`config.mk`:
```
export PLATFORM = sky130hd
export DESIGN_NAME = ps2_scancode_to_ascii
export DESIGN_NICKNAME = d
export VERILOG_FILES = /design/src/rtl/core/ps2sc_pkg.sv /design/src/rtl/core/ps2sc_decode.sv /design/src/rtl/core/ps2_scancode_to_ascii.sv
export SDC_FILE = /design/constraint.sdc
export NUM_CORES = 1
export LEC_CHECK = 0
export BUFFER_PORTS_ARGS = -buffer_cell sky130_fd_sc_hd__buf_4
export CAP_MARGIN = 20
export CELL_PAD_IN_SITES_DETAIL_PLACEMENT = 1
export CELL_PAD_IN_SITES_GLOBAL_PLACEMENT = 2
export CORE_MARGIN = 2
export CORE_UTILIZATION = 37
export CTS_CLUSTER_DIAMETER = 100
export DETAILED_ROUTE_END_ITERATION = 12
export PLACE_DENSITY = 0.91
export SYNTH_ARGS = -nofsm -noshare
export SYNTH_HDL_FRONTEND = slang
export SYNTH_SLANG_ARGS = --single-unit
```
`constraint.sdc`:
```
create_clock -name clk -period 4.7 [get_ports clk]
set_input_delay 0.94 -clock clk [delete_from_list [all_inputs] [get_ports clk]]
set_output_delay 0.94 -clock clk [all_outputs]
set_load 0.02 [all_outputs]
```
`src/rtl/core/ps2sc_pkg.sv`:
```
// Package for the set-1 scan code decoder: keyboard state type, scan and key
// codes, and the US layout tables. No dependencies.
`timescale 1ns / 1ps

package ps2sc_pkg;

  typedef struct packed {
    logic shift;
    logic ctrl;
    logic alt;
    logic caps;
    logic prefix;
  } kbd_state_t;

  localparam int unsigned TableSize = 96;

  localparam logic [7:0] SC_PREFIX     = 8'hE0;
  localparam logic [7:0] SC_UP         = 8'h48;
  localparam logic [7:0] SC_DOWN       = 8'h50;
  localparam logic [7:0] SC_LEFT       = 8'h4B;
  localparam logic [7:0] SC_RIGHT      = 8'h4D;
  localparam logic [7:0] SC_LSHIFT     = 8'h2A;
  localparam logic [7:0] SC_RSHIFT     = 8'h36;
  localparam logic [7:0] SC_LSHIFT_BRK = 8'hAA;
  localparam logic [7:0] SC_RSHIFT_BRK = 8'hB6;
  localparam logic [7:0] SC_CTRL       = 8'h1D;
  localparam logic [7:0] SC_CTRL_BRK   = 8'h9D;
  localparam logic [7:0] SC_ALT        = 8'h38;
  localparam logic [7:0] SC_ALT_BRK    = 8'hB8;
  localparam logic [7:0] SC_CAPS       = 8'h3A;
  localparam logic [7:0] SC_ENTER      = 8'h1C;
  localparam logic [7:0] SC_BKSP       = 8'h0E;
  localparam logic [7:0] SC_TAB        = 8'h0F;
  localparam logic [7:0] SC_SPACE      = 8'h39;
  localparam logic [7:0] SC_ESC        = 8'h01;

  localparam logic [6:0] KEY_NONE     = 7'h00;
  localparam logic [6:0] KEY_ARROW_UP = 7'h1E;
  localparam logic [6:0] KEY_ARROW_DN = 7'h1F;
  localparam logic [6:0] KEY_ARROW_LT = 7'h1A;
  localparam logic [6:0] KEY_ARROW_RT = 7'h1B;
  localparam logic [6:0] KEY_LF       = 7'h0A;
  localparam logic [6:0] KEY_BS       = 7'h08;
  localparam logic [6:0] KEY_TAB      = 7'h09;
  localparam logic [6:0] KEY_SPACE    = 7'h20;
  localparam logic [6:0] KEY_ESC      = 7'h1B;

  localparam logic [6:0] CHR_LOWER_A = 7'h61;
  localparam logic [6:0] CHR_LOWER_Z = 7'h7A;
  localparam logic [6:0] CHR_UPPER_A = 7'h41;
  localparam logic [6:0] CHR_UPPER_Z = 7'h5A;
  localparam logic [6:0] CASE_OFFSET = 7'h20;

  localparam logic [6:0] PLAIN_MAP [TableSize] = '{
    7'h00, 7'h00, 7'h31, 7'h32, 7'h33, 7'h34, 7'h35, 7'h36,
    7'h37, 7'h38, 7'h39, 7'h30, 7'h2D, 7'h3D, 7'h00, 7'h00,
    7'h71, 7'h77, 7'h65, 7'h72, 7'h74, 7'h79, 7'h75, 7'h69,
    7'h6F, 7'h70, 7'h5B, 7'h5D, 7'h0A, 7'h00, 7'h61, 7'h73,
    7'h64, 7'h66, 7'h67, 7'h68, 7'h6A, 7'h6B, 7'h6C, 7'h3B,
    7'h27, 7'h60, 7'h00, 7'h5C, 7'h7A, 7'h78, 7'h63, 7'h76,
    7'h62, 7'h6E, 7'h6D, 7'h2C, 7'h2E, 7'h2F, 7'h00, 7'h2A,
    7'h00, 7'h20, 7'h00, 7'h00, 7'h00, 7'h00, 7'h00, 7'h00,
    7'h00, 7'h00, 7'h00, 7'h00, 7'h00, 7'h00, 7'h00, 7'h37,
    7'h38, 7'h39, 7'h2D, 7'h34, 7'h35, 7'h36, 7'h2B, 7'h31,
    7'h32, 7'h33, 7'h30, 7'h2E, 7'h00, 7'h00, 7'h00, 7'h00,
    7'h00, 7'h00, 7'h00, 7'h00, 7'h00, 7'h00, 7'h00, 7'h00
  };

  localparam logic [6:0] SHIFT_MAP [TableSize] = '{
    7'h00, 7'h00, 7'h21, 7'h40, 7'h23, 7'h24, 7'h25, 7'h5E,
    7'h26, 7'h2A, 7'h28, 7'h29, 7'h5F, 7'h2B, 7'h00, 7'h00,
    7'h51, 7'h57, 7'h45, 7'h52, 7'h54, 7'h59, 7'h55, 7'h49,
    7'h4F, 7'h50, 7'h7B, 7'h7D, 7'h0A, 7'h00, 7'h41, 7'h53,
    7'h44, 7'h46, 7'h47, 7'h48, 7'h4A, 7'h4B, 7'h4C, 7'h3A,
    7'h22, 7'h7E, 7'h00, 7'h7C, 7'h5A, 7'h58, 7'h43, 7'h56,
    7'h42, 7'h4E, 7'h4D, 7'h3C, 7'h3E, 7'h3F, 7'h00, 7'h2A,
    7'h00, 7'h20, 7'h00, 7'h00, 7'h00, 7'h00, 7'h00, 7'h00,
    7'h00, 7'h00, 7'h00, 7'h00, 7'h00, 7'h00, 7'h00, 7'h37,
    7'h38, 7'h39, 7'h2D, 7'h34, 7'h35, 7'h36, 7'h2B, 7'h31,
    7'h32, 7'h33, 7'h30, 7'h2E, 7'h00, 7'h00, 7'h00, 7'h00,
    7'h00, 7'h00, 7'h00, 7'h00, 7'h00, 7'h00, 7'h00, 7'h00
  };

endpackage

```
`src/rtl/core/ps2sc_decode.sv`:
```
// Combinational decode of one set-1 scan byte against the current keyboard
// state, giving the key code and the next state. Depends on ps2sc_pkg.
`timescale 1ns / 1ps

module ps2sc_decode (
  input  logic [7:0]           scan_byte,
  input  ps2sc_pkg::kbd_state_t st_cur,
  output ps2sc_pkg::kbd_state_t st_nxt,
  output logic [6:0]           key_code
);
  import ps2sc_pkg::*;

  logic       in_table;
  logic [6:0] tbl_idx;
  logic [6:0] raw_chr;
  logic [6:0] tbl_chr;

  assign in_table = !scan_byte[7] && (scan_byte[6:5] != 2'b11);
  assign tbl_idx  = in_table ? scan_byte[6:0] : 7'd0;
  assign raw_chr  = st_cur.shift ? SHIFT_MAP[tbl_idx] : PLAIN_MAP[tbl_idx];

  always_comb begin
    tbl_chr = raw_chr;
    if (st_cur.caps) begin
      if (raw_chr >= CHR_LOWER_A && raw_chr <= CHR_LOWER_Z) begin
        tbl_chr = raw_chr - CASE_OFFSET;
      end else if (raw_chr >= CHR_UPPER_A && raw_chr <= CHR_UPPER_Z && st_cur.shift) begin
        tbl_chr = raw_chr + CASE_OFFSET;
      end
    end
  end

  always_comb begin
    st_nxt   = st_cur;
    key_code = KEY_NONE;
    if (scan_byte == SC_PREFIX) begin
      st_nxt.prefix = 1'b1;
    end else if (st_cur.prefix) begin
      st_nxt.prefix = 1'b0;
      unique case (scan_byte)
        SC_UP:    key_code = KEY_ARROW_UP;
        SC_DOWN:  key_code = KEY_ARROW_DN;
        SC_LEFT:  key_code = KEY_ARROW_LT;
        SC_RIGHT: key_code = KEY_ARROW_RT;
        default:  key_code = KEY_NONE;
      endcase
    end else begin
      unique case (scan_byte)
        SC_LSHIFT, SC_RSHIFT:         st_nxt.shift = 1'b1;
        SC_LSHIFT_BRK, SC_RSHIFT_BRK: st_nxt.shift = 1'b0;
        SC_CTRL:                      st_nxt.ctrl  = 1'b1;
        SC_CTRL_BRK:                  st_nxt.ctrl  = 1'b0;
        SC_ALT:                       st_nxt.alt   = 1'b1;
        SC_ALT_BRK:                   st_nxt.alt   = 1'b0;
        SC_CAPS:                      st_nxt.caps  = !st_cur.caps;
        SC_ENTER:                     key_code     = KEY_LF;
        SC_BKSP:                      key_code     = KEY_BS;
        SC_TAB:                       key_code     = KEY_TAB;
        SC_SPACE:                     key_code     = KEY_SPACE;
        SC_ESC:                       key_code     = KEY_ESC;
        default:                      key_code     = in_table ? tbl_chr : KEY_NONE;
      endcase
    end
  end

endmodule

```
`src/rtl/core/ps2_scancode_to_ascii.sv`:
```
// Top level of the set-1 scan code to ASCII decoder: input register, decode
// stage and result register. Depends on ps2sc_pkg and ps2sc_decode.
`timescale 1ns / 1ps

// One scan byte is taken per clock while in_ready is high and gives exactly
// one result. A byte is held in the input register, decoded by a single
// combinational stage that also updates the shift, ctrl, alt, caps lock and
// extended-prefix flags, and lands in the result register once that register
// is free or being read. The sustained rate is one transaction per cycle,
// limited only by the consumer taking results; the input stays ready while a
// single result waits and stalls only when both registers are full and the
// consumer is not ready.
module ps2_scancode_to_ascii (
  input  logic       clk,
  input  logic       rst_n,
  input  logic       in_valid,
  output logic       in_ready,
  input  logic [7:0] in_scan_byte,
  output logic       out_valid,
  input  logic       out_ready,
  output logic [6:0] out_key_code,
  output logic       out_shift_now,
  output logic       out_ctrl_now,
  output logic       out_alt_now
);
  import ps2sc_pkg::*;

  logic       s1_valid_r;
  logic [7:0] s1_byte_r;
  logic       out_valid_r;
  logic [6:0] key_code_r;
  kbd_state_t st_r;
  kbd_state_t st_nxt;
  logic [6:0] key_code_nxt;
  logic       s1_advance;
  logic       s1_fire;

  assign s1_advance = !out_valid_r || out_ready;
  assign s1_fire    = s1_valid_r && s1_advance;
  assign in_ready   = !s1_valid_r || s1_advance;

  ps2sc_decode u_decode (
    .scan_byte (s1_byte_r),
    .st_cur    (st_r),
    .st_nxt    (st_nxt),
    .key_code  (key_code_nxt)
  );

  always_ff @(posedge clk) begin
    if (!rst_n) begin
      s1_valid_r  <= 1'b0;
      out_valid_r <= 1'b0;
      st_r        <= '0;
    end else begin
      if (in_ready) begin
        s1_valid_r <= in_valid;
      end
      if (s1_advance) begin
        out_valid_r <= s1_valid_r;
      end
      if (s1_fire) begin
        st_r <= st_nxt;
      end
    end
  end

  always_ff @(posedge clk) begin
    if (in_valid && in_ready) begin
      s1_byte_r <= in_scan_byte;
    end
    if (s1_fire) begin
      key_code_r <= key_code_nxt;
    end
  end

  assign out_valid     = out_valid_r;
  assign out_key_code  = key_code_r;
  assign out_shift_now = st_r.shift;
  assign out_ctrl_now  = st_r.ctrl;
  assign out_alt_now   = st_r.alt;

`ifndef NO_ASSERTIONS
  a_prefix_sets: assert property (@(posedge clk) disable iff (!rst_n)
    (s1_fire && s1_byte_r == SC_PREFIX) |=> st_r.prefix)
    else $error("prefix flag not set after extended prefix byte");

  a_release_silent: assert property (@(posedge clk) disable iff (!rst_n)
    (s1_fire && s1_byte_r[7]) |=> (out_key_code == KEY_NONE))
    else $error("release byte produced a key code");

  a_prefix_clears: assert property (@(posedge clk) disable iff (!rst_n)
    (s1_fire && st_r.prefix && s1_byte_r != SC_PREFIX) |=> !st_r.prefix)
    else $error("prefix flag not cleared by following byte");

  a_stall_full: assert property (@(posedge clk) disable iff (!rst_n)
    !in_ready |-> (s1_valid_r && out_valid_r && !out_ready))
    else $error("input stalled without a full pipeline");
`endif

endmodule
```
==> flow_summary.html <==
<table>
<tr><th>Metric</th><th>Value</th></tr>
<tr><th colspan="2">Setup path</th></tr>
<tr><td>Bufs and invs on worst path</td><td>1</td></tr>
<tr><td>Category of the most critical setup path</td><td>flop to flop</td></tr>
<tr><td>Reg-to-Reg Start</td><td>s1_byte_r[7]</td></tr>
<tr><td>Number of cell instances on the worst register-to-register path</td><td>15</td></tr>
<tr><td>Critical path data required time</td><td>roughly 4.7 ns</td></tr>
<tr><td>Standard cell with the maximum stage delay on the critical path</td><td>sky130_fd_sc_hd__edfxtp_1</td></tr>
<tr><td>Critical path, cell by cell</td><td>a21oi_2, nand2_1, inv_1, ha_1, nand2b_1, and3_1, a32o_1, o311ai_1, o211ai_1, nor3_1, nand3_1, a211oi_2, o21ai_2, xnor2_1, o32ai_1</td></tr>
<tr><td>Data arrival at the endpoint of the critical path</td><td>4.19 ns</td></tr>
<tr><td>Register-to-register setup slack</td><td>0.52 ns</td></tr>
<tr><td>Reg2reg end</td><td>out_key_code[5]</td></tr>
<tr><td>Largest fanout of any net on the critical path</td><td>8</td></tr>
<tr><td>Slowest stage delay, CP</td><td>between 0.4 and 0.5 ns</td></tr>
<tr><td>Nature of the critical path endpoint</td><td>flop</td></tr>
<tr><td>Startpoint types</td><td>flop</td></tr>
<tr><td>Largest delay share family, worst path</td><td>compound AO/OA/AOI/OAI gates</td></tr>
<tr><th colspan="2">Power</th></tr>
<tr><td>Power per cell area</td><td>between 150 and 200 nW/um2</td></tr>
<tr><td>Net switching component of the power</td><td>roughly 240 uW</td></tr>
<tr><td>Worst IR drop on VDD</td><td>between 0.1 and 0.15 mV</td></tr>
<tr><td>Cell-internal power</td><td>369 uW</td></tr>
<tr><td>Switching part of the total</td><td>39.3%</td></tr>
<tr><td>Combinational share of power</td><td>a little over two fifths</td></tr>
<tr><td>Leakage Power</td><td>~1.2 nW</td></tr>
<tr><td>Clock network fraction of total power</td><td>roughly 20%</td></tr>
<tr><td>Sequential cell fraction of total power</td><td>37.0%</td></tr>
<tr><th colspan="2">Layout</th></tr>
<tr><td>ANT cells</td><td>0</td></tr>
<tr><td>Number of nets in the finished design</td><td>410</td></tr>
<tr><td>Fillers</td><td>957</td></tr>
<tr><td>Area growth from synthesis to final layout</td><td>9.91%</td></tr>
<tr><td>Layout Cells excl Fill</td><td>about 490</td></tr>
<tr><td>Final design instance area without fill</td><td>3230 um2</td></tr>
<tr><td>Share of final-layout standard cells stronger than drive strength 1</td><td>around 17%</td></tr>
<tr><th colspan="2">Clocking</th></tr>
<tr><td>Root cell of the clock tree</td><td>sky130_fd_sc_hd__clkbuf_8</td></tr>
<tr><td>TritonCTS clock tree</td><td>yes</td></tr>
<tr><td>H-tree lvl count</td><td>1</td></tr>
<tr><td>Number of CTS-inserted buffers</td><td>3</td></tr>
<tr><td>Clock Path Buffers</td><td>2</td></tr>
<tr><td>Clk_lat worst skew</td><td>0.26 ns</td></tr>
<tr><td>Clock transition at the registers of the reported paths</td><td>around 0.08 ns</td></tr>
<tr><td>Resized Gates After CTS</td><td>0</td></tr>
<tr><td>Clock sinks</td><td>22</td></tr>
<tr><td>Post-CTS Hold Fix Bufs</td><td>0</td></tr>
<tr><td>Post-CTS setup buffer count</td><td>0</td></tr>
<tr><th colspan="2">GRT</th></tr>
<tr><td>Number of global-route vias before repair</td><td>between 3000 and 4000</td></tr>
<tr><td>Global-route wire length before repair</td><td>about 18 mm</td></tr>
<tr><td>Total global-route track usage</td><td>a little over a quarter</td></tr>
<tr><td>Largest net degree at the start of global routing</td><td>45</td></tr>
<tr><td>Remaining Overflow, GRT</td><td>0</td></tr>
<tr><td>Number of antenna violations at the first check in global routing</td><td>0</td></tr>
<tr><th colspan="2">Flow run</th></tr>
<tr><td>Max Cap Violations</td><td>0</td></tr>
<tr><th colspan="2">Logic synthesis</th></tr>
<tr><td>Gate count after technology mapping</td><td>roughly 370</td></tr>
<tr><td>Cell area after synthesis</td><td>between 2000 and 3000 um2</td></tr>
<tr><td>Ys Warns</td><td>0</td></tr>
<tr><td>Synth unique cells</td><td>between 80 and 90</td></tr>
<tr><td>Sequential area share after synthesis</td><td>about a fifth</td></tr>
<tr><td>Syn Nets</td><td>a little under 400</td></tr>
<tr><td>Async SR Flop Fraction</td><td>0%</td></tr>
<tr><td>Number of synthesized flops with an enable pin</td><td>15</td></tr>
<tr><td>Syn_area_per_cell</td><td>around 8 um2</td></tr>
<tr><td>Prevailing post-synth register cell</td><td>sky130_fd_sc_hd__edfxtp_1</td></tr>
<tr><td>Number of synthesized register bits</td><td>22</td></tr>
<tr><th colspan="2">Placed design</th></tr>
<tr><td>Post-DP HPWL</td><td>roughly 8.4 mm</td></tr>
<tr><td># port buffers</td><td>23</td></tr>
<tr><td>Placed cell count</td><td>481</td></tr>
<tr><td>Area post-placement</td><td>around 3200 um2</td></tr>
<tr><td>Placer Congestion</td><td>just over 1</td></tr>
<tr><td>Worst slack at placement</td><td>approximately 0.6 ns</td></tr>
<tr><th colspan="2">Hold path</th></tr>
<tr><td>Number of instances on the worst hold path</td><td>2</td></tr>
<tr><td>Worst hold path class</td><td>flop to flop</td></tr>
<tr><td>Hold Path Sink</td><td>out_valid</td></tr>
<tr><td>Beginning of the worst hold path</td><td>s1_valid_r</td></tr>
<tr><th colspan="2">Detailed routing</th></tr>
<tr><td>Routed via count divided by cell count</td><td>about 6.7</td></tr>
<tr><td>Number of iterations in the first detailed-routing pass</td><td>5</td></tr>
<tr><td>Routed length on met1</td><td>approximately 5 mm</td></tr>
<tr><td>Routed wire length on met2</td><td>5.01 mm</td></tr>
<tr><td>Met3 Wirelength</td><td>about 830 um</td></tr>
<tr><td>Total Wirelength</td><td>roughly 11 mm</td></tr>
<tr><td>DRC errors left</td><td>0</td></tr>
<tr><td>Number of nets still failing antenna checks after routing</td><td>0</td></tr>
<tr><td>Drt initial violations</td><td>approximately 370</td></tr>
<tr><td>Vias post-DR</td><td>between 3000 and 4000</td></tr>
<tr><td>Highest layer used for signal routing</td><td>met4</td></tr>
<tr><td>DR WL/cell</td><td>around 23 um</td></tr>
<tr><th colspan="2">STA</th></tr>
<tr><td>Unrepaired setup endpoints after global routing</td><td>false</td></tr>
<tr><td>Highest achievable clock rate</td><td>around 240 MHz</td></tr>
<tr><td>Minimum clock period</td><td>about 4.2 ns</td></tr>
<tr><td>Slew Limit Fails</td><td>0</td></tr>
<tr><td>Hold Violations, Final</td><td>0</td></tr>
<tr><td>Maximum clock skew at final layout</td><td>0.00206 ns</td></tr>
<tr><td>Worst setup margin</td><td>slightly above 0.5 ns</td></tr>
<tr><td>Final setup vio count</td><td>0</td></tr>
<tr><td>Total negative setup slack</td><td>0 ns</td></tr>
<tr><td>Post-route clock period utilization</td><td>slightly below 90%</td></tr>
<tr><td>Worst hold margin</td><td>0.522 ns</td></tr>
<tr><td>Headroom to the max-slew limit</td><td>between 40 and 50%</td></tr>
<tr><td>Actual transition at the worst max-transition pin</td><td>between 0.8 and 0.9 ns</td></tr>
<tr><th colspan="2">Floorplanning</th></tr>
<tr><td>Std cell rows</td><td>32</td></tr>
<tr><td>Height of the die</td><td>between 90 and 100 um</td></tr>
<tr><td>Placeable core region</td><td>just under 8000 um2</td></tr>
<tr><td>Width of the chip</td><td>a little over 90 um</td></tr>
<tr><td>Die Outline Area</td><td>around 8700 um2</td></tr>
<tr><td>Num ports</td><td>24</td></tr>
<tr><td>Initial core utilization</td><td>roughly two fifths</td></tr>
<tr><th colspan="2">Status</th></tr>
<tr><td>Result of the run</td><td>finished clean</td></tr>
</table>
==> state kept, by name, summed over array words and instances, names as in the netlist <==
signal and flops:
st_r 2, out_shift_now 1, out_key_code 7, out_alt_now 1
s1_valid_r 1, out_ctrl_now 1, s1_byte_r 8, out_valid 1
==> cell type report <==
type | instances | area [um2] | area share (%)
Multi-Input combinational cell | 303 | 2130 | 66.0
Sequential cell | 22 | 591 | 18.3
Timing Repair Buffer | 36 | 270 | 8.36
Tap cell | 102 | 128 | 3.95
Inverter | 18 | 67.6 | 2.09
Clock buffer | 4 | 45.0 | 1.39
==> power by group through the flow <==
stage / combinational, mW / clock (mW) / sequential [mW]
floorplan: 0.179 / 0 / 0.232
global placement: 0.255 / 0 / 0.229
detailed placement: 0.257 / 0 / 0.229
CTS: 0.259 / 0.124 / 0.225
global route: 0.282 / 0.128 / 0.226
finish: 0.264 / 0.120 / 0.225
==> metal layers <==
metal | vias up | global-route usage (%)
li1 | 1456 | -
met4 | 0 | 9.31
met1 | 1551 | 37.3
met5 | - | 0
met3 | 43 | 4.11
met2 | 197 | 40.2
==> worst reg2reg max path: cells and delay by family, from the launching register on <==
kind	cells	cell delay [ns]
AO/OA/AOI/OAI	7	1.74
XOR/XNOR	1	0.16
adder cells (fa/ha/maj)	1	0.44
buffers and inverters	1	0.15
flip-flops	1	0.46
AND/OR/NAND/NOR	5	0.98
==> placed cells by master (no fill, tap or decap), drive strengths merged, types with 4 or more instances in the layout <==
cell	n
o21ai	19
dfxtp	7
a311oi	4
o31ai	5
nor2b	10
buf	36
a31oi	9
clkbuf	4
and2	4
ha	14
nand2b	10
a21o	7
edfxtp	15
mux2i	5
nand3	15
nor3b	4
nor3	13
o41ai	4
a21oi	33
nand2	28
a211oi	5
nor2	31
o211ai	6
o32ai	6
nor4	5
inv	18
==> Yosys cell counts, drive strengths merged, types with 4 or more instances <==
cell / number / area share (%)
a211oi: 5 / 1.4
a21o: 7 / 1.8
a21oi: 33 / 5.7
a311oi: 4 / 1.4
a31oi: 9 / 2.4
and2: 4 / 0.85
buf: 17 / 4.1
clkbuf: 8 / 1.0
dfxtp: 7 / 4.8
edfxtp: 15 / 15
ha: 14 / 6.0
inv: 18 / 2.3
mux2i: 5 / 1.7
nand2: 28 / 3.9
nand2b: 10 / 2.2
nand3: 15 / 2.6
nor2: 31 / 4.4
nor2b: 10 / 2.1
nor3: 13 / 3.1
nor3b: 4 / 1.0
nor4: 5 / 1.1
o211ai: 6 / 1.5
o21ai: 19 / 3.4
o31ai: 5 / 1.3
o32ai: 6 / 3.1
o41ai: 4 / 1.2
==> through the flow <==
step                utilization (%)  total power, mW
global placement               41.3            0.484
global route                   41.9            0.636
CTS                            41.9            0.608
detailed placement             41.3            0.487
finish                         41.9            0.609
floorplan                         -            0.411
==> worst max path at each step <==
| stage | cells after the start | start | slack, ns | endpoint |
|---|---|---|---|---|
| after floorplan | 17 | s1_byte_r[1] | 1.08 | out_key_code[6] |
| after global placement | 15 | s1_byte_r[7] | 0.67 | out_key_code[6] |
| after detailed placement | 14 | s1_byte_r[7] | 0.60 | out_key_code[5] |
| after CTS | 15 | s1_byte_r[7] | 0.57 | out_key_code[5] |
| after global routing | 19 | s1_byte_r[7] | 0.26 | out_key_code[5] |
| final | 15 | s1_byte_r[7] | 0.52 | out_key_code[5] |
==> cell families after synthesis <==
kind of cell / count (synthesis) / share of synthesized area (%)
simple gates: 143 / 27.5
buf+inv: 43 / 7.44
compound gates: 138 / 36.4
xor+xnor: 3 / 0.893
fa+ha+maj: 14 / 5.95
flops: 22 / 20.1
mux: 5 / 1.70
Power figures use the tool's default switching activity.
